--- src/rtl/tth_pkg.sv ---
`timescale 1ns / 1ps
// ----------------------------------------------------------------------------
// Turn-to-heading controller package
// Shared constants, register indexes and the configuration bundle type.
// ----------------------------------------------------------------------------
package tth_pkg;

   // Field widths.
   localparam int HeadingWidth  = 15;
   localparam int DriveWidth    = 16;
   localparam int AngleWidth    = 16;
   localparam int SpeedWidth    = 15;
   localparam int GainWidth     = 16;
   localparam int TolWidth      = 13;
   localparam int CsrDataWidth  = 16;
   localparam int CsrIndexWidth = 3;

   // Running average: 15 integer bits and 9 fraction bits.
   localparam int FracBits = 9;
   localparam int AvgWidth = HeadingWidth + FracBits;

   // Default divisor of the running average.
   localparam int AverageDivisorDefault = 8;

   // Angle constants in 1/64 degree.
   localparam int Deg180   = 11520;
   localparam int Deg359   = 22976;
   localparam int Deg360   = 23040;
   localparam int Deg10    = 640;
   localparam int HalfDeg  = 32;
   localparam int DriveMax = 32767;

   // Configuration register indexes.
   typedef enum logic [CsrIndexWidth-1:0] {
      REG_TARGET_ANGLE      = 3'd0,
      REG_AZIMUTH_MODE      = 3'd1,
      REG_BASE_SPEED        = 3'd2,
      REG_ADJUST_GAIN       = 3'd3,
      REG_ACTUAL_TOLERANCE  = 3'd4,
      REG_AVERAGE_TOLERANCE = 3'd5
   } csr_index_type;

   // Configuration bundle handed from the register file to the datapath.
   typedef struct packed {
      logic signed [AngleWidth-1:0] target_angle;
      logic                         azimuth_mode;
      logic        [SpeedWidth-1:0] base_speed;
      logic        [GainWidth-1:0]  adjust_gain;
      logic        [TolWidth-1:0]   actual_tolerance;
      logic        [TolWidth-1:0]   average_tolerance;
   } cfg_type;

endpackage

--- src/rtl/tth_if.sv ---
`timescale 1ns / 1ps
// ----------------------------------------------------------------------------
// Turn-to-heading controller channels
// Valid/ready channels for heading samples and drive results.
// ----------------------------------------------------------------------------

// Heading sample channel.
interface tth_req_if;
   logic                             valid;
   logic                             ready;
   logic [tth_pkg::HeadingWidth-1:0] heading_change;

   modport source (output valid, output heading_change, input ready);
   modport sink   (input valid, input heading_change, output ready);
endinterface

// Drive result channel.
interface tth_rsp_if;
   logic                                  valid;
   logic                                  ready;
   logic signed [tth_pkg::DriveWidth-1:0] drive;
   logic                                  finished;
   logic [tth_pkg::HeadingWidth-1:0]      average_angle;

   modport source (output valid, output drive, output finished, output average_angle,
                   input ready);
   modport sink   (input valid, input drive, input finished, input average_angle,
                   output ready);
endinterface

--- src/rtl/tth_csr.sv ---
`timescale 1ns / 1ps
// ----------------------------------------------------------------------------
// Turn-to-heading controller register file
// Holds the six configuration registers written through the plain write port.
// ----------------------------------------------------------------------------
module tth_csr (
   input  logic                                 clock,
   input  logic                                 reset,
   input  logic                                 csr_wr_en,
   input  logic [tth_pkg::CsrIndexWidth-1:0]    csr_index,
   input  logic [tth_pkg::CsrDataWidth-1:0]     csr_wdata,
   output tth_pkg::cfg_type                     cfg
);

   tth_pkg::cfg_type cfg_ff;
   tth_pkg::cfg_type cfg_in;

   // Decode the write; an index beyond the list changes nothing.
   always_comb begin
      cfg_in = cfg_ff;
      if (csr_wr_en) begin
         case (tth_pkg::csr_index_type'(csr_index))
            tth_pkg::REG_TARGET_ANGLE: begin
               cfg_in.target_angle = $signed(csr_wdata[tth_pkg::AngleWidth-1:0]);
            end
            tth_pkg::REG_AZIMUTH_MODE: begin
               cfg_in.azimuth_mode = csr_wdata[0];
            end
            tth_pkg::REG_BASE_SPEED: begin
               cfg_in.base_speed = csr_wdata[tth_pkg::SpeedWidth-1:0];
            end
            tth_pkg::REG_ADJUST_GAIN: begin
               cfg_in.adjust_gain = csr_wdata[tth_pkg::GainWidth-1:0];
            end
            tth_pkg::REG_ACTUAL_TOLERANCE: begin
               cfg_in.actual_tolerance = csr_wdata[tth_pkg::TolWidth-1:0];
            end
            tth_pkg::REG_AVERAGE_TOLERANCE: begin
               cfg_in.average_tolerance = csr_wdata[tth_pkg::TolWidth-1:0];
            end
            default: begin
               cfg_in = cfg_ff;
            end
         endcase
      end
   end

   // All registers reset to zero.
   always_ff @(posedge clock) begin
      if (reset) begin
         cfg_ff <= '0;
      end else begin
         cfg_ff <= cfg_in;
      end
   end

   assign cfg = cfg_ff;

endmodule

--- src/rtl/tth_core.sv ---
`timescale 1ns / 1ps
// ----------------------------------------------------------------------------
// Turn-to-heading controller datapath
// Input register, single-pass drive and average logic, and result register.
// ----------------------------------------------------------------------------
module tth_core #(
   parameter int AverageDivisor = tth_pkg::AverageDivisorDefault
) (
   input  logic                                   clock,
   input  logic                                   reset,
   input  tth_pkg::cfg_type                       cfg,
   input  logic                                   in_valid,
   output logic                                   in_ready,
   input  logic [tth_pkg::HeadingWidth-1:0]       in_heading,
   output logic                                   out_valid,
   input  logic                                   out_ready,
   output logic signed [tth_pkg::DriveWidth-1:0]  out_drive,
   output logic                                   out_finished,
   output logic [tth_pkg::HeadingWidth-1:0]       out_average_angle
);

   localparam int HW = tth_pkg::HeadingWidth;
   localparam int AW = tth_pkg::AvgWidth;
   localparam int FB = tth_pkg::FracBits;

   // Exact division by the divisor: multiply by a rounded-up reciprocal and shift.
   localparam int DivShift = AW + $clog2(AverageDivisor);
   localparam logic [AW:0] DivRecip =
      (AW+1)'(((64'd1 << DivShift) + 64'(AverageDivisor) - 64'd1) / AverageDivisor);

   // Pipeline registers.
   logic                      s1_valid_ff, s1_valid_in;
   logic [HW-1:0]             heading_ff, heading_in;
   logic                      out_valid_ff, out_valid_in;
   logic signed [tth_pkg::DriveWidth-1:0] drive_ff, drive_in;
   logic                      finished_ff, finished_in;
   logic [HW-1:0]             avg_angle_ff, avg_angle_in;
   logic [AW-1:0]             average_ff, average_in;

   logic load_out;

   // Setpoint and direction.
   logic signed [17:0] sp_raw;
   logic signed [17:0] sp;
   logic               cw;

   // Drive magnitude.
   logic signed [18:0] diff;
   logic        [17:0] err;
   logic        [33:0] gain_prod;
   logic        [18:0] mag_sum;
   logic        [14:0] mag;
   logic signed [tth_pkg::DriveWidth-1:0] mag_pos;

   // Band tests.
   logic        [HW-1:0] hc;
   logic signed [19:0]   hc_s;
   logic signed [19:0]   band_lo;
   logic signed [19:0]   band_hi;

   // Running average.
   logic [2*AW:0]      avg_prod;
   logic [2*AW:0]      smp_prod;
   logic [AW-1:0]      avg_quot;
   logic [AW-1:0]      smp_quot;
   logic [AW-1:0]      sample_fx;
   logic signed [26:0] avg_s;
   logic signed [26:0] atol_fx;
   logic signed [26:0] hc_fx;
   logic               avg_ok;
   logic               band_ok;

   // Handshake: the result register loads when empty or drained.
   assign load_out = !out_valid_ff || out_ready;
   assign in_ready = !s1_valid_ff || load_out;

   // Effective setpoint: azimuth wrap, then half-degree nudge toward 180.
   always_comb begin
      sp_raw = 18'(cfg.target_angle);
      if (cfg.azimuth_mode && cfg.target_angle < 0) begin
         sp_raw = sp_raw + 18'(tth_pkg::Deg360);
      end
      cw = sp_raw < 18'(tth_pkg::Deg180);
      sp = sp_raw;
      if (cfg.azimuth_mode) begin
         sp = cw ? sp_raw + 18'(tth_pkg::HalfDeg) : sp_raw - 18'(tth_pkg::HalfDeg);
      end
   end

   // Magnitude: base speed plus gain times absolute error, saturated.
   always_comb begin
      diff      = 19'(sp) - $signed({4'b0, heading_ff});
      err       = diff[18] ? 18'(-diff) : 18'(diff);
      gain_prod = 34'(cfg.adjust_gain) * 34'(err);
      mag_sum   = 19'(cfg.base_speed) + 19'(gain_prod[33:16]);
      mag       = (mag_sum > 19'(tth_pkg::DriveMax)) ? 15'(tth_pkg::DriveMax) : mag_sum[14:0];
      mag_pos   = $signed({1'b0, mag});
   end

   // Sign of the drive from the tolerance band.
   always_comb begin
      hc = heading_ff;
      if (cw && heading_ff > HW'(tth_pkg::Deg359)) begin
         hc = '0;
      end
      hc_s    = $signed({5'b0, hc});
      band_lo = 20'(sp) - $signed({7'b0, cfg.actual_tolerance});
      band_hi = 20'(sp) + $signed({7'b0, cfg.actual_tolerance});
      if (cw) begin
         if (hc_s < band_lo) begin
            drive_in = -mag_pos;
         end else if (hc_s > band_hi) begin
            drive_in = mag_pos;
         end else begin
            drive_in = '0;
         end
      end else begin
         if (hc_s > band_hi || heading_ff < HW'(tth_pkg::Deg10)) begin
            drive_in = mag_pos;
         end else if (hc_s < band_lo) begin
            drive_in = -mag_pos;
         end else begin
            drive_in = '0;
         end
      end
   end

   // Running average update and finish test against the new average.
   always_comb begin
      sample_fx  = {heading_ff, {FB{1'b0}}};
      avg_prod   = (2*AW+1)'(average_ff) * (2*AW+1)'(DivRecip);
      smp_prod   = (2*AW+1)'(sample_fx) * (2*AW+1)'(DivRecip);
      avg_quot   = AW'(avg_prod >> DivShift);
      smp_quot   = AW'(smp_prod >> DivShift);
      average_in = average_ff - avg_quot + smp_quot;

      avg_s   = $signed({3'b0, average_in});
      atol_fx = $signed({5'b0, cfg.average_tolerance, {FB{1'b0}}});
      hc_fx   = $signed({3'b0, hc, {FB{1'b0}}});
      avg_ok  = (avg_s - atol_fx < hc_fx) && (hc_fx < avg_s + atol_fx);
      band_ok = (band_lo < hc_s) && (hc_s < band_hi);

      finished_in  = avg_ok && band_ok;
      avg_angle_in = average_in[AW-1:FB];
   end

   // Next-state of the two pipeline stages.
   always_comb begin
      s1_valid_in  = s1_valid_ff;
      heading_in   = heading_ff;
      out_valid_in = out_valid_ff;
      if (in_ready) begin
         s1_valid_in = in_valid;
         if (in_valid) begin
            heading_in = in_heading;
         end
      end
      if (load_out) begin
         out_valid_in = s1_valid_ff;
      end
   end

   // Control state and the running average clear at reset.
   always_ff @(posedge clock) begin
      if (reset) begin
         s1_valid_ff  <= 1'b0;
         out_valid_ff <= 1'b0;
         average_ff   <= '0;
      end else begin
         s1_valid_ff  <= s1_valid_in;
         out_valid_ff <= out_valid_in;
         if (load_out && s1_valid_ff) begin
            average_ff <= average_in;
         end
      end
   end

   // Payload registers.
   always_ff @(posedge clock) begin
      heading_ff <= heading_in;
      if (load_out && s1_valid_ff) begin
         drive_ff     <= drive_in;
         finished_ff  <= finished_in;
         avg_angle_ff <= avg_angle_in;
      end
   end

   assign out_valid         = out_valid_ff;
   assign out_drive         = drive_ff;
   assign out_finished      = finished_ff;
   assign out_average_angle = avg_angle_ff;

endmodule

--- src/rtl/turn_to_heading_controller_top.sv ---
`timescale 1ns / 1ps
// ----------------------------------------------------------------------------
// Turn-to-heading controller
// Turns heading samples into a saturated turn drive and a finished flag.
// ----------------------------------------------------------------------------
// Usage:
//   req_chan carries one heading sample per transaction; rsp_chan returns one
//   result per sample (drive, finished, average_angle) in the same order.
//   Configuration is written through csr_wr_en / csr_index / csr_wdata while
//   no transaction is in flight; an unknown index is ignored.
// Flow and throughput:
//   An accepted sample passes the input register, then the result register.
//   One sample is accepted every cycle while rsp_chan is not stalled; the
//   rate is set by the running-average update, which feeds back each sample.
// Reset:
//   Synchronous reset clears the configuration registers, the running
//   average and both stages' valid flags; rsp_chan.valid is low after reset.
// Stalls:
//   A stalled result holds in the output register; one more sample waits in
//   the input register, and req_chan.ready drops only when both are full.
// ----------------------------------------------------------------------------
module turn_to_heading_controller_top #(
   parameter int AVERAGE_DIVISOR = tth_pkg::AverageDivisorDefault
) (
   input  logic                              clock,
   input  logic                              reset,
   tth_req_if.sink                           req_chan,
   tth_rsp_if.source                         rsp_chan,
   input  logic                              csr_wr_en,
   input  logic [tth_pkg::CsrIndexWidth-1:0] csr_index,
   input  logic [tth_pkg::CsrDataWidth-1:0]  csr_wdata
);

   tth_pkg::cfg_type cfg;

   // Configuration registers.
   tth_csr u_csr (
      .clock     (clock),
      .reset     (reset),
      .csr_wr_en (csr_wr_en),
      .csr_index (csr_index),
      .csr_wdata (csr_wdata),
      .cfg       (cfg)
   );

   // Datapath with input and result registers.
   tth_core #(
      .AverageDivisor (AVERAGE_DIVISOR)
   ) u_core (
      .clock             (clock),
      .reset             (reset),
      .cfg               (cfg),
      .in_valid          (req_chan.valid),
      .in_ready          (req_chan.ready),
      .in_heading        (req_chan.heading_change),
      .out_valid         (rsp_chan.valid),
      .out_ready         (rsp_chan.ready),
      .out_drive         (rsp_chan.drive),
      .out_finished      (rsp_chan.finished),
      .out_average_angle (rsp_chan.average_angle)
   );

endmodule

--- src/flat_wrapper.sv ---
// flat-port wrapper written by rule: the top's interface ports become plain ports
module turn_to_heading_controller_top_flat 
#(
   parameter int AVERAGE_DIVISOR = tth_pkg::AverageDivisorDefault
)
  (clock, reset, csr_wr_en, csr_index, csr_wdata, req_chan_valid, req_chan_heading_change, req_chan_ready, rsp_chan_valid, rsp_chan_drive, rsp_chan_finished, rsp_chan_average_angle, rsp_chan_ready);
  tth_req_if req_chan_i ();
  tth_rsp_if rsp_chan_i ();
  input  logic clock;
  input  logic reset;
  input  logic csr_wr_en;
  input  logic [tth_pkg::CsrIndexWidth-1:0] csr_index;
  input  logic [tth_pkg::CsrDataWidth-1:0] csr_wdata;
  input wire logic [$bits(req_chan_i.valid)-1:0] req_chan_valid;
  input wire logic [$bits(req_chan_i.heading_change)-1:0] req_chan_heading_change;
  output wire logic [$bits(req_chan_i.ready)-1:0] req_chan_ready;
  output wire logic [$bits(rsp_chan_i.valid)-1:0] rsp_chan_valid;
  output wire logic [$bits(rsp_chan_i.drive)-1:0] rsp_chan_drive;
  output wire logic [$bits(rsp_chan_i.finished)-1:0] rsp_chan_finished;
  output wire logic [$bits(rsp_chan_i.average_angle)-1:0] rsp_chan_average_angle;
  input wire logic [$bits(rsp_chan_i.ready)-1:0] rsp_chan_ready;
  assign req_chan_i.valid = req_chan_valid;
  assign req_chan_i.heading_change = req_chan_heading_change;
  assign req_chan_ready = req_chan_i.ready;
  assign rsp_chan_valid = rsp_chan_i.valid;
  assign rsp_chan_drive = rsp_chan_i.drive;
  assign rsp_chan_finished = rsp_chan_i.finished;
  assign rsp_chan_average_angle = rsp_chan_i.average_angle;
  assign rsp_chan_i.ready = rsp_chan_ready;
  turn_to_heading_controller_top #(.AVERAGE_DIVISOR(AVERAGE_DIVISOR)) u_core (.clock(clock), .reset(reset), .req_chan(req_chan_i), .rsp_chan(rsp_chan_i), .csr_wr_en(csr_wr_en), .csr_index(csr_index), .csr_wdata(csr_wdata));
endmodule
--- config.mk ---
export PLATFORM = sky130hd
export DESIGN_NAME = turn_to_heading_controller_top_flat
export DESIGN_NICKNAME = d
export VERILOG_FILES = /design/src/rtl/tth_pkg.sv /design/src/rtl/tth_if.sv /design/src/rtl/tth_csr.sv /design/src/rtl/tth_core.sv /design/src/rtl/turn_to_heading_controller_top.sv /design/src/flat_wrapper.sv
export SDC_FILE = /design/constraint.sdc
export NUM_CORES = 1
export LEC_CHECK = 0
export BUFFER_PORTS_ARGS = -buffer_cell sky130_fd_sc_hd__buf_2
export CORE_MARGIN = 5
export CORE_UTILIZATION = 55
export DETAILED_ROUTE_END_ITERATION = 7
export HOLD_SLACK_MARGIN = 0.06
export PLACE_DENSITY = 0.7
export SKIP_LAST_GASP = 1
export SYNTH_ARGS = -nofsm -noshare
export SYNTH_HDL_FRONTEND = slang
export SYNTH_SLANG_ARGS = --single-unit
export TNS_END_PERCENT = 10
--- constraint.sdc ---
create_clock -name clock -period 31.2 [get_ports clock]
set_input_delay 3.12 -clock clock [delete_from_list [all_inputs] [get_ports clock]]
set_output_delay 3.12 -clock clock [all_outputs]
set_load 0.01 [all_outputs]
; Word-level counts from Yosys, hierarchy flattened
; Cells that the tools add are included.
[classes]
add_sub_neg = 13
mul = 1
n_div = 0
magnitude_cmp = 11
eq_ne = 5
shift = 0
n_mux = 11
bitwise = 0
reduce_logical = 19
[op_table]
columns = cell, n
row1 = 2-to-1 mux 18 bit, 4
row2 = 2-to-1 mux 16 bit, 4
row3 = 2-to-1 mux 15 bit, 3
row4 = less-than comparator 16 x 19 -> 1 bit, 2
row5 = multiplier 16 x 18 -> 34 bit, 1
row6 = adder 24 x 22 -> 25 bit, 1
row7 = less-than comparator 24 x 25 -> 1 bit, 1
row8 = less-than comparator 25 bit, 1
row9 = subtractor 24 x 22 -> 25 bit, 1
row10 = adder 24 x 21 -> 24 bit, 1
row11 = subtractor 24 x 21 -> 24 bit, 1
row12 = adder 15 x 18 -> 19 bit, 1
row13 = adder 18 x 14 -> 19 bit, 1
row14 = greater-than comparator 16 x 19 -> 1 bit, 1
row15 = "greater-than comparator 19 x 15 -> 1 bit, second input constant", 1
row16 = less-than comparator 19 x 16 -> 1 bit, 1
row17 = subtractor 18 x 14 -> 19 bit, 1
row18 = subtractor 18 x 16 -> 19 bit, 1
row19 = "adder 18 x 7 -> 18 bit, second input constant", 1
row20 = "less-than comparator 18 x 15 -> 1 bit, second input constant", 1
row21 = negation 18 bit, 1
row22 = "subtractor 18 x 7 -> 18 bit, second input constant", 1
row23 = "adder 16 x 16 -> 17 bit, second input constant", 1
row24 = "less-than comparator 16 x 1 -> 1 bit, second input constant", 1
row25 = 11 further kinds, 27
[word_totals]
register_bits = 147
latchBits = 0
ramBits = 0
mem_bits_ro = 0
in_bits = 39
out_inout_bits = 34
wordCells = 73
n_memories = 0

; Logic depth before layout (Yosys ltp)
; Gate-level depths: netlist of run 1.
[logic_depth]
ltp_word = 17
ltp_mapped = 74
ltp_nobuf = 67

; Modules after synthesis
; From an unflattened synthesis of run 1, not the netlist that was laid out.
[unflattened]
hier_cells = 2677
hier_area_um2 = 23009.6
[modules_own_cells]
columns = mod, instances, cells_each, area_each_um2, seq_area_each_um2
row1 = tth_core, 1, 2410, 20024.2, 1931.9
row2 = tth_csr, 1, 267, 2985.4, 1481.4

; Worst setup path after synthesis of run 1
; OpenSTA, ideal clock, no wires.
[synth_timing]
path_kind = reg2reg
start = register u_core.u_csr.cfg_ff, in the netlist u_core.u_csr.cfg[69]
end = register u_core.u_core.drive_ff, in the netlist u_core.u_core.out_drive[14] (data pin)
setup_ns = 0.274
arrival_ns = 15.600
t_required_ns = 30.926
slack_ns = 15.326
stages_incl_launch_ff = 73
n_path_buf = 7
period_less_slack_ns = 15.874
cell_sequence = dfxtp_1 buf_2 nand4bb_1 or2_2 clkbuf_1 nand2_1 a31oi_1 o221a_2 ha_1 clkbuf_1 clkbuf_1 buf_1 xnor2_1 ha_1 nand2_1 a211oi_1 a311oi_2 xnor2_1 [37 not listed] a21boi_0 o21ai_0 a21boi_0 o41ai_1 o211ai_1 o31ai_1 nand2_1 mux2i_1 clkbuf_1 nand2_1 nor2_1 ha_1 nand3_1 nor2_1 nand2_1 nor4b_1 xnor2_1 o22ai_1
[synth_via]
elab_chain_cells = 17
elab_cells_between_ends = 29
cone_classes = add/sub (9) / mul (1) / order compare (5) / mux (11) / reduce/logical (3)
[synth_lines]
columns = item, line_no
row1 = from (decl), tth_csr.sv:15  ; tth_pkg::cfg_type cfg_ff;
row2 = from (signal assigned), tth_csr.sv:53  ; cfg_ff <= cfg_in;
row3 = less-than comparator 16 x 1 -> 1 bit, tth_core.sv:80  ; if (cfg.azimuth_mode && cfg.target_angle < 0) begin
row4 = logical AND 1 bit, tth_core.sv:80
row5 = 2-to-1 mux 18 bit *, tth_core.sv:80
row6 = "subtractor 18 x 7 -> 18 bit, or another cell as far along", tth_core.sv:86  ; sp = cw ? sp_raw + 18'(tth_pkg::HalfDeg) : sp_raw - 18'(tth_pkg::HalfDeg);
row7 = 2-to-1 mux 18 bit, tth_core.sv:86
row8 = 2-to-1 mux 18 bit, tth_core.sv:85  ; if (cfg.azimuth_mode) begin
row9 = subtractor 18 x 16 -> 19 bit, tth_core.sv:92  ; diff = 19'(sp) - $signed({4'b0, heading_ff});
row10 = negation 18 bit, tth_core.sv:93  ; err = diff[18] ? 18'(-diff) : 18'(diff);
row11 = [2 not listed], n/a
row12 = adder 15 x 18 -> 19 bit, tth_core.sv:95  ; mag_sum = 19'(cfg.base_speed) + 19'(gain_prod[33:16]);
row13 = greater-than comparator 19 x 15 -> 1 bit, tth_core.sv:96  ; mag = (mag_sum > 19'(tth_pkg::DriveMax)) ? 15'(tth_pkg::DriveMax) : mag_sum[14:0];
row14 = 2-to-1 mux 15 bit, tth_core.sv:96
row15 = negation 15 -> 16 bit, "tth_core.sv:111, tth_core.sv:121"
row16 = 2-to-1 mux 16 bit, tth_core.sv:120  ; end else if (hc_s < band_lo) begin
row17 = 2-to-1 mux 16 bit, tth_core.sv:118  ; if (hc_s > band_hi || heading_ff < HW'(tth_pkg::Deg10)) begin
row18 = 2-to-1 mux 16 bit *, tth_core.sv:109  ; if (cw) begin
row19 = "via u_core.u_core.drive_in, one bit", tth_core.sv:35  ; logic signed [tth_pkg::DriveWidth-1:0] drive_ff, drive_in;
row20 = to (signal assigned), tth_core.sv:182  ; drive_ff <= drive_in;
row21 = to (decl), tth_core.sv:35
; The timed path passes the listed nets; every way through them passes the cells marked *.
; A chain may end at the register's enable or synchronous reset.

; Worst setup path after layout of run 1
[layout_timing]
start = register u_core.u_csr.cfg_ff, in the netlist u_core.u_csr.cfg[57]
end = register u_core.u_core.drive_ff, in the netlist u_core.u_core.out_drive[14] (data pin)
[layout_via]
elab_chain_cells = 16
elab_cells_between_ends = 27
cone_classes = add/sub (8) / mul (1) / order compare (4) / mux (11) / reduce/logical (3)
[layout_lines]
columns = item, line_no
row1 = logical AND 1 bit, tth_core.sv:80
row2 = 2-to-1 mux 18 bit, tth_core.sv:80
row3 = "subtractor 18 x 7 -> 18 bit, or another cell as far along", tth_core.sv:86
row4 = 2-to-1 mux 18 bit, tth_core.sv:86
row5 = 2-to-1 mux 18 bit, tth_core.sv:85
row6 = subtractor 18 x 16 -> 19 bit, tth_core.sv:92
row7 = negation 18 bit, tth_core.sv:93
row8 = 2-to-1 mux 18 bit, tth_core.sv:93
row9 = multiplier 16 x 18 -> 34 bit, tth_core.sv:94  ; gain_prod = 34'(cfg.adjust_gain) * 34'(err);
row10 = adder 15 x 18 -> 19 bit, tth_core.sv:95
row11 = greater-than comparator 19 x 15 -> 1 bit, tth_core.sv:96
row12 = 2-to-1 mux 15 bit, tth_core.sv:96
row13 = negation 15 -> 16 bit, "tth_core.sv:111, tth_core.sv:121"
row14 = 2-to-1 mux 16 bit, tth_core.sv:120
row15 = 2-to-1 mux 16 bit, tth_core.sv:118
row16 = 2-to-1 mux 16 bit *, tth_core.sv:109
row17 = "via u_core.u_core.drive_in, one bit", tth_core.sv:35
; Marks and branches as above.

==> results by group, run 1 <==
Route
  • Detailed-route via count: 19,877
  • Vias per cell: 5.85
  • Antenna Nets Post-Route: 0
  • Wire per inst: 19.8 um
  • Wirelength, routed: approximately 67,000 um
  • Starting DRT DRC Count: about 1,500
  • DR DRC count: 0
  • Drt first pass iters: 8

Logic synthesis
  • Synth unique cells: 92
  • Top-count cell post-synth: inv_1
  • Number of synthesized flops with an enable pin: between 40 and 50
  • Syn Inst Count: roughly 2,800
  • Commonest cells in the netlist: inv_1 (422), nand2_1 (407), ha_1 (282)
  • Ranking of synthesized cells by area: fa_1 (21%), ha_1 (15%), dfxtp_1 (8.6%)
  • Yosys warnings: 0
  • Yosys reg bits: 147
  • Synth Net Count: 3,399
  • Post-synth top area share: 20.9%
  • Post-synth ARST share: 0%
  • Register area share after synthesis: roughly 15%
  • Avg Inst Size Synth: about 8 um2
  • Post-synth top area cell: fa_1
  • Post-Syn Area: 23,300 um2
  • Most used flip-flop cell after synthesis: dfxtp_1

Clock network
  • H-tree Lvls: 4
  • Clk_lat worst skew: approximately 460 ps
  • CTS root buf: clkbuf_16
  • Clock Pin Slew Worst Setup and Hold Paths: 70 ps
  • Total CTS buffers: 17
  • Hold buffers post-CTS: 0
  • Max Buffers Root-to-Sink: 2
  • CTS-repair resized insts: 0
  • Post-CTS Setup Bufs: 0
  • Clk sink count: 147
  • CTS tree: done

Layout
  • Final nets: about 3,400
  • Area of the multi-input gates: 17,900 um2
  • Register area: 3410 um2
  • Fin util: between 50% and 60%
  • Synth-to-layout area growth: 6.24%
  • Layout cells sized above 1: approximately 6%
  • ANT cells: 0
  • Filler cells: 3,806

Global route
  • All-layer global routing usage: 29.2%
  • First-pass GRT wire length: 108,000 um
  • Vias in the first global route: 20,140
  • Initial antenna violation count: 0
  • Largest net degree at the start of global routing: 60
  • GRT overflow: 0

Die
  • Core Region: 41,900 um2
  • Die Width: 216 um
  • Die H: 216 um
  • I/O pins: 73
  • Initial core utilization: 55.6%
  • Site Rows: 75
  • Die area: 46,500 um2

Placed design
  • Detail Placement HPWL: 53,400 um
  • IO Port Bufs: 72
  • RD Place Congestion: 0.935

Timing
  • Slew HR: 20.3%
  • Final Hold Violating Endpoints: 0
  • # setup viols final: 0
  • RSZ-0062 raised after global routing: no
  • Final worst-path cycle share: 60.0%
  • Tmin final: 18,720 ps
  • Fin Setup TNS: 0 ps
  • Max-slew violation count: 0
  • Fmax: 53.4 MHz
  • Slew @ Worst Pin: 1160 ps
  • Setup Skew: 19.4 ps

Power
  • Combinational power share: 75.3%
  • Max VDD drop: just under 90 uV
  • Share of total power in sequential cells: 14.1%
  • Clock power frac: 10.6%
  • Net switching fraction of the power: between 50% and 60%
  • Internal power consumption: 0.000947 W
  • Psw: ~0.00098 W
  • PD cells: 78.0 nW/um2
  • P_leak: between 10 and 15 nW

Critical path
  • Critical Path RT: 31,360 ps
  • CP arrival: 18,880 ps
  • Slowest CP cell: dfxtp_1
  • Worst Path Max Fanout: 32
  • WS Path Type: reg2reg
  • Crit. End Element: register
  • Crit path launch type: register
  • CP max stage delay: 980 ps

Status
  • Status: finished clean

Run
  • Max-cap viol count: 0

Worst hold path
  • Hold Crit Class: reg2reg
==> layout by cell type, fill, tap and decap left out, types with 23 or more instances in the layout <==
master / Yosys / final
a211oi_1: 24 / 24
a21boi_0: 23 / 23
a21o_1: 55 / 55
a21oi_1: 203 / 203
and2_1: 122 / 122
buf_2: 9 / 71
buf_4: 0 / 29
dfxtp_1: 100 / 100
edfxtp_1: 47 / 47
fa_1: 243 / 243
ha_1: 282 / 282
inv_1: 422 / 421
nand2_1: 407 / 407
nand2b_1: 26 / 26
nand3_1: 41 / 41
nand4_1: 23 / 23
nor2_1: 134 / 134
nor2b_1: 37 / 37
nor3_1: 32 / 32
o21a_1: 26 / 26
o21ai_0: 65 / 65
xnor2_1: 101 / 96
xor2_1: 39 / 38
==> final cells by class <==
class / count / area share, %
Multi-Input combinational cell: 2158 / 72.4
Sequential cell: 147 / 13.8
Inverter: 424 / 6.44
Tap cell: 539 / 2.73
Timing Repair Buffer: 100 / 2.32
Clock buffer: 18 / 1.74
Clock inverter: 14 / 0.562
==> registers in the layout (all words and copies together), names as in the netlist <==
register	flops
u_core.u_core.heading_ff	15
u_core.u_core.out_finished	1
u_core.u_core.average_ff	24
u_core.u_core.out_average_angle	15
u_core.u_core.out_drive	16
u_core.u_csr.cfg	74
u_core.u_core.out_valid	1
u_core.u_core.s1_valid_ff	1
==> cells by family (layout without fill, tap and decap cells) <==
| logic type | after synthesis | count (layout) | share of synthesized area [%] |
|---|---|---|---|
| compound gates | 564 | 564 | 16.0 |
| xor+xnor | 140 | 140 | 5.27 |
| fa+ha+maj | 526 | 526 | 36.1 |
| buf+inv | 530 | 556 | 8.60 |
| flops | 147 | 147 | 14.7 |
| mux | 9 | 9 | 0.430 |
| simple gates | 919 | 919 | 18.9 |
==> path summary, 6_finish.rpt <==
path | from | to | slack [ps] | cells past startpoint
worst max register to register | u_core.u_csr.cfg[57]$_SDFFE_PP0P_ | u_core.u_core.out_drive[14]$_DFFE_PP_ | 12480 | 62
worst min register to register | u_core.u_core.average_ff[2]$_SDFFE_PP0P_ | u_core.u_core.average_ff[2]$_SDFFE_PP0P_ | 460 | 2
worst min-delay path | u_core.u_core.average_ff[2]$_SDFFE_PP0P_ | u_core.u_core.average_ff[2]$_SDFFE_PP0P_ | 460 | 2
worst max-delay path | u_core.u_csr.cfg[57]$_SDFFE_PP0P_ | u_core.u_core.out_drive[14]$_DFFE_PP_ | 12480 | 62
==> stage by stage <==
stage	std cells	worst slack (ps)	hold WS (ps)	area [um2]	power [W]
5_1_grt	3400	11160	480	24700	0.00212
6_report	3400	12480	465	24700	0.00193
3_5_place_dp	3368	12910	454	24100	0.00169
2_1_floorplan	2835	15330	441	23300	0.00133
3_3_place_gp	3368	13340	450	24100	0.00167
4_1_cts	3400	12820	463	24700	0.00192
==> critical path, delay by kind of cell, from the launching register on <==
family	cells	cell delay [ps]
and+or+nand+nor	14	2940
adders and majority gates	12	4760
AOI/OAI and AO/OA	25	6390
muxes	2	1250
xor gates and xnor gates	4	1270
DFF	1	980
buffers and inverters	5	810
==> power groups by stage <==
stage,registers [W],clock network (W),logic (W)
after global routing,0.000275,0.000217,0.00163
after global placement,0.000274,0,0.00140
after floorplan,0.000275,0,0.00106
final,0.000271,0.000204,0.00145
after CTS,0.000271,0.000208,0.00144
after detailed placement,0.000274,0,0.00142
==> layer usage <==
layer / vias to the layer above / part of all wire (%) / track usage (%)
li1: 9440 / - / -
met1: 9618 / 43 / 38.8
met2: 684 / 47 / 48.9
met3: 135 / 5.9 / 3.43
met4: 0 / 4.2 / 11.3
met5: - / 0 / 0
(Power assumes the default switching activity.)
==> run 2: changes to the inputs <==
==> constraint.sdc (replaced) <==
create_clock -name clock -period 18.6 [get_ports clock]
set_input_delay 1.86 -clock clock [delete_from_list [all_inputs] [get_ports clock]]
set_output_delay 1.86 -clock clock [all_outputs]
set_load 0.01 [all_outputs]
==> run 2 against run 1 <==
Clock skew decreased by 9.8 ps. Clock power increased by 82%. Via count increased by 1.3%. Cell area increased by 0.22%.
==> results by group, run 2 (synthesis gave the netlist of run 1 again) <==
Clock network
  • Clock Pin Slew Worst Setup and Hold Paths: 70 ps (about the same)
  • Post-CTS Setup Bufs: 0 (unchanged)
  • H-tree Lvls: 4 (unchanged)
  • CTS tree: done
  • Max Buffers Root-to-Sink: 2 (unchanged)
  • Total CTS buffers: 17 (unchanged)
  • CTS root buf: clkbuf_16
  • Clk_lat worst skew: 440 ps (-20 ps)
  • Clk sink count: 147 (unchanged)

Critical path
  • Cell mode on critical path: ha_1
  • CP max stage delay: 610 ps (-370 ps)
  • Critical Path RT: 18,760 ps (-12,600 ps)
  • Reg2reg end: u_core.u_core.out_drive[14]$_DFFE_PP_
  • Slowest CP cell: dfxtp_1
  • Worst Path Max Fanout: 17 (-47%)
  • WS Path Type: reg2reg
  • Crit. End Element: register
  • CP arrival: 17,570 ps (-1310 ps)
  • Worst R2R Setup Slack: 1190 ps (-11,290 ps)
  • Crit path capture: u_core.u_core.out_drive[14]$_DFFE_PP_
  • Critical path origin: u_core.u_csr.cfg[57]$_SDFFE_PP0P_
  • Crit path launch type: register
  • Worst R2R Start: u_core.u_csr.cfg[57]$_SDFFE_PP0P_
  • R2R cell count: 68 (+9.7%)

Timing
  • Slew @ Worst Pin: 1060 ps (-98.2 ps)
  • Max-slew violation count: 0 (unchanged)
  • Setup Skew: 9.62 ps (-9.78 ps)
  • Final worst-path cycle share: 93.6% (+34 points)
  • Fin Setup TNS: 0 ps (unchanged)
  • Final Hold Violating Endpoints: 0 (unchanged)
  • # setup viols final: 0 (unchanged)
  • Tmin final: 17,410 ps (-1310 ps)
  • Slew HR: 29.1% (+8.8 points)
  • RSZ-0062 raised after global routing: no
  • Fmax: 57.4 MHz (+7.5%)

Global route
  • GRT overflow: 0 (unchanged)
  • Largest net degree at the start of global routing: 62 (+3.3%)
  • Vias in the first global route: 20,291 (+0.75%)
  • First-pass GRT wire length: 109,000 um (+0.11%)
  • All-layer global routing usage: 29.3% (+0.14 points)
  • Initial antenna violation count: 0 (unchanged)

Route
  • Antenna Nets Post-Route: 0 (unchanged)
  • DR DRC count: 0 (unchanged)
  • Detailed-route via count: 20,133 (+1.3%)
  • Wirelength, routed: 68,000 um (+0.84%)
  • Drt first pass iters: 6 (-2)
  • Starting DRT DRC Count: 1,326 (-12%)
  • Wire per inst: 20.0 um (+0.75%)
  • Vias per cell: 5.92 (+1.2%)

Layout
  • Max reg flops: 74 (unchanged)
  • Filler cells: 3,778 (-0.74%)
  • Final nets: 3,415 (+0.088%)
  • Synth-to-layout area growth: 6.48%
  • Layout cells sized above 1: 5.94% (+0.029 points)
  • Fin cells: 3,403 (+0.088%)
  • ANT cells: 0 (unchanged)
  • Final Cell Area: 24,800 um2 (+0.22%)
  • Leading cell type in the layout, fill and taps excluded: inv_1
  • Most frequent cells in the layout: inv_1 (421), nand2_1 (407), ha_1 (282)

Placed design
  • Detail Placement HPWL: 54,000 um (+1.2%)
  • Placed insts: 3,371 (+0.089%)
  • Cell Area, Placed: 24,100 um2 (about the same)
  • IO Port Bufs: 72 (unchanged)
  • RD Place Congestion: 0.944 (+0.96%)

Power
  • P_leak: 11.6 nW (+0.11%)
  • Max VDD drop: 161 uV (+82%)
  • PD cells: 132 nW/um2 (+69%)

Die
  • Die area: 46,500 um2 (unchanged)
  • Initial core utilization: 55.6% (unchanged)
  • Core Region: 41,900 um2 (unchanged)
  • I/O pins: 73 (unchanged)
  • Die Width: 216 um (unchanged)
  • Die H: 216 um (unchanged)
  • Site Rows: 75 (unchanged)

Status
  • Status: finished clean

Worst hold path
  • Hold Crit Class: reg2reg

Run
  • Max-cap viol count: 0 (unchanged)
-- run 2: changes by cell type in the layout (fill, tap and decap cells not counted), moves of 2 or more --
cell / change
clkinv_2: -2
xnor2_2: -4
bufinv_16: +2
xnor2_1: +4
inv_6: -2
buf_4: +3
-- run 2: worst max-delay path, delay by kind of cell (launching register included) --
| kind | cells | cell delay [ps] |
|---|---|---|
| and+or+nand+nor | 16 | 2820 |
| AOI/OAI and AO/OA | 26 | 6220 |
| buffers and inverters | 8 | 1320 |
| muxes | 2 | 500 |
| xor gates and xnor gates | 4 | 620 |
| adders and majority gates | 12 | 4980 |
| DFF | 1 | 610 |
-- run 2: worst min-delay path by stage --
stage	start	endpoint	slack, ps	cells past startpoint
after CTS	u_core.u_csr.cfg[44]$_SDFFE_PP0P_	u_core.u_csr.cfg[44]$_SDFFE_PP0P_	460	2
after floorplan	u_core.u_core.average_ff[1]$_SDFFE_PP0P_	u_core.u_core.average_ff[1]$_SDFFE_PP0P_	440	2
after detailed placement	u_core.u_csr.cfg[44]$_SDFFE_PP0P_	u_core.u_csr.cfg[44]$_SDFFE_PP0P_	460	2
final	u_core.u_csr.cfg[44]$_SDFFE_PP0P_	u_core.u_csr.cfg[44]$_SDFFE_PP0P_	460	2
after global placement	u_core.u_core.average_ff[1]$_SDFFE_PP0P_	u_core.u_core.average_ff[1]$_SDFFE_PP0P_	450	2
after global routing	u_core.u_csr.cfg[44]$_SDFFE_PP0P_	u_core.u_csr.cfg[44]$_SDFFE_PP0P_	490	2
-- run 2: final cells by class --
cell class | instances | area [um2] | area share (%)
repair buffers | 103 | 596 | 2.40
clock inverters | 14 | 190 | 0.768
well taps | 539 | 674 | 2.72
clock buffers | 18 | 429 | 1.73
inverters | 424 | 1590 | 6.43
multi-input cells | 2158 | 17900 | 72.2
flip-flops and latches | 147 | 3410 | 13.8
-- run 2: repair_timing --
item                                    in CTS  in global routing
endpoints found under the setup margin       0                  1
hold buffers                                 0                  0
gates resized for setup                      0                  3
-- run 2: metal layers --
metal	routed length [um]	track usage (%)	part of all wire [%]	vias to the layer above
li1	-	-	-	9450
met1	28900	38.1	42	9790
met2	32000	49.4	47	727
met3	4060	4.25	6.0	166
met4	3040	11.9	4.5	0
met5	0	0	0	-
-- run 2: stage by stage --
step | setup WS (ps) | util, % | total power (W) | hold slack, ps
3_5_place_dp | 1230 | 57.7 | 0.00286 | 455
6_report | 1190 | 59.2 | 0.00327 | 464
3_3_place_gp | 1820 | 57.7 | 0.00280 | 451
5_1_grt | 64.4 | 59.2 | 0.00359 | 488
4_1_cts | 1150 | 59.1 | 0.00326 | 465
2_1_floorplan | 2730 | - | 0.00223 | 441
-- run 2: power breakdown --
part	switching, W	internal [W]
combinational	0.00146	0.000982
sequential	0.0000367	0.000419
clock	0.000156	0.000216
total	0.00165	0.00162
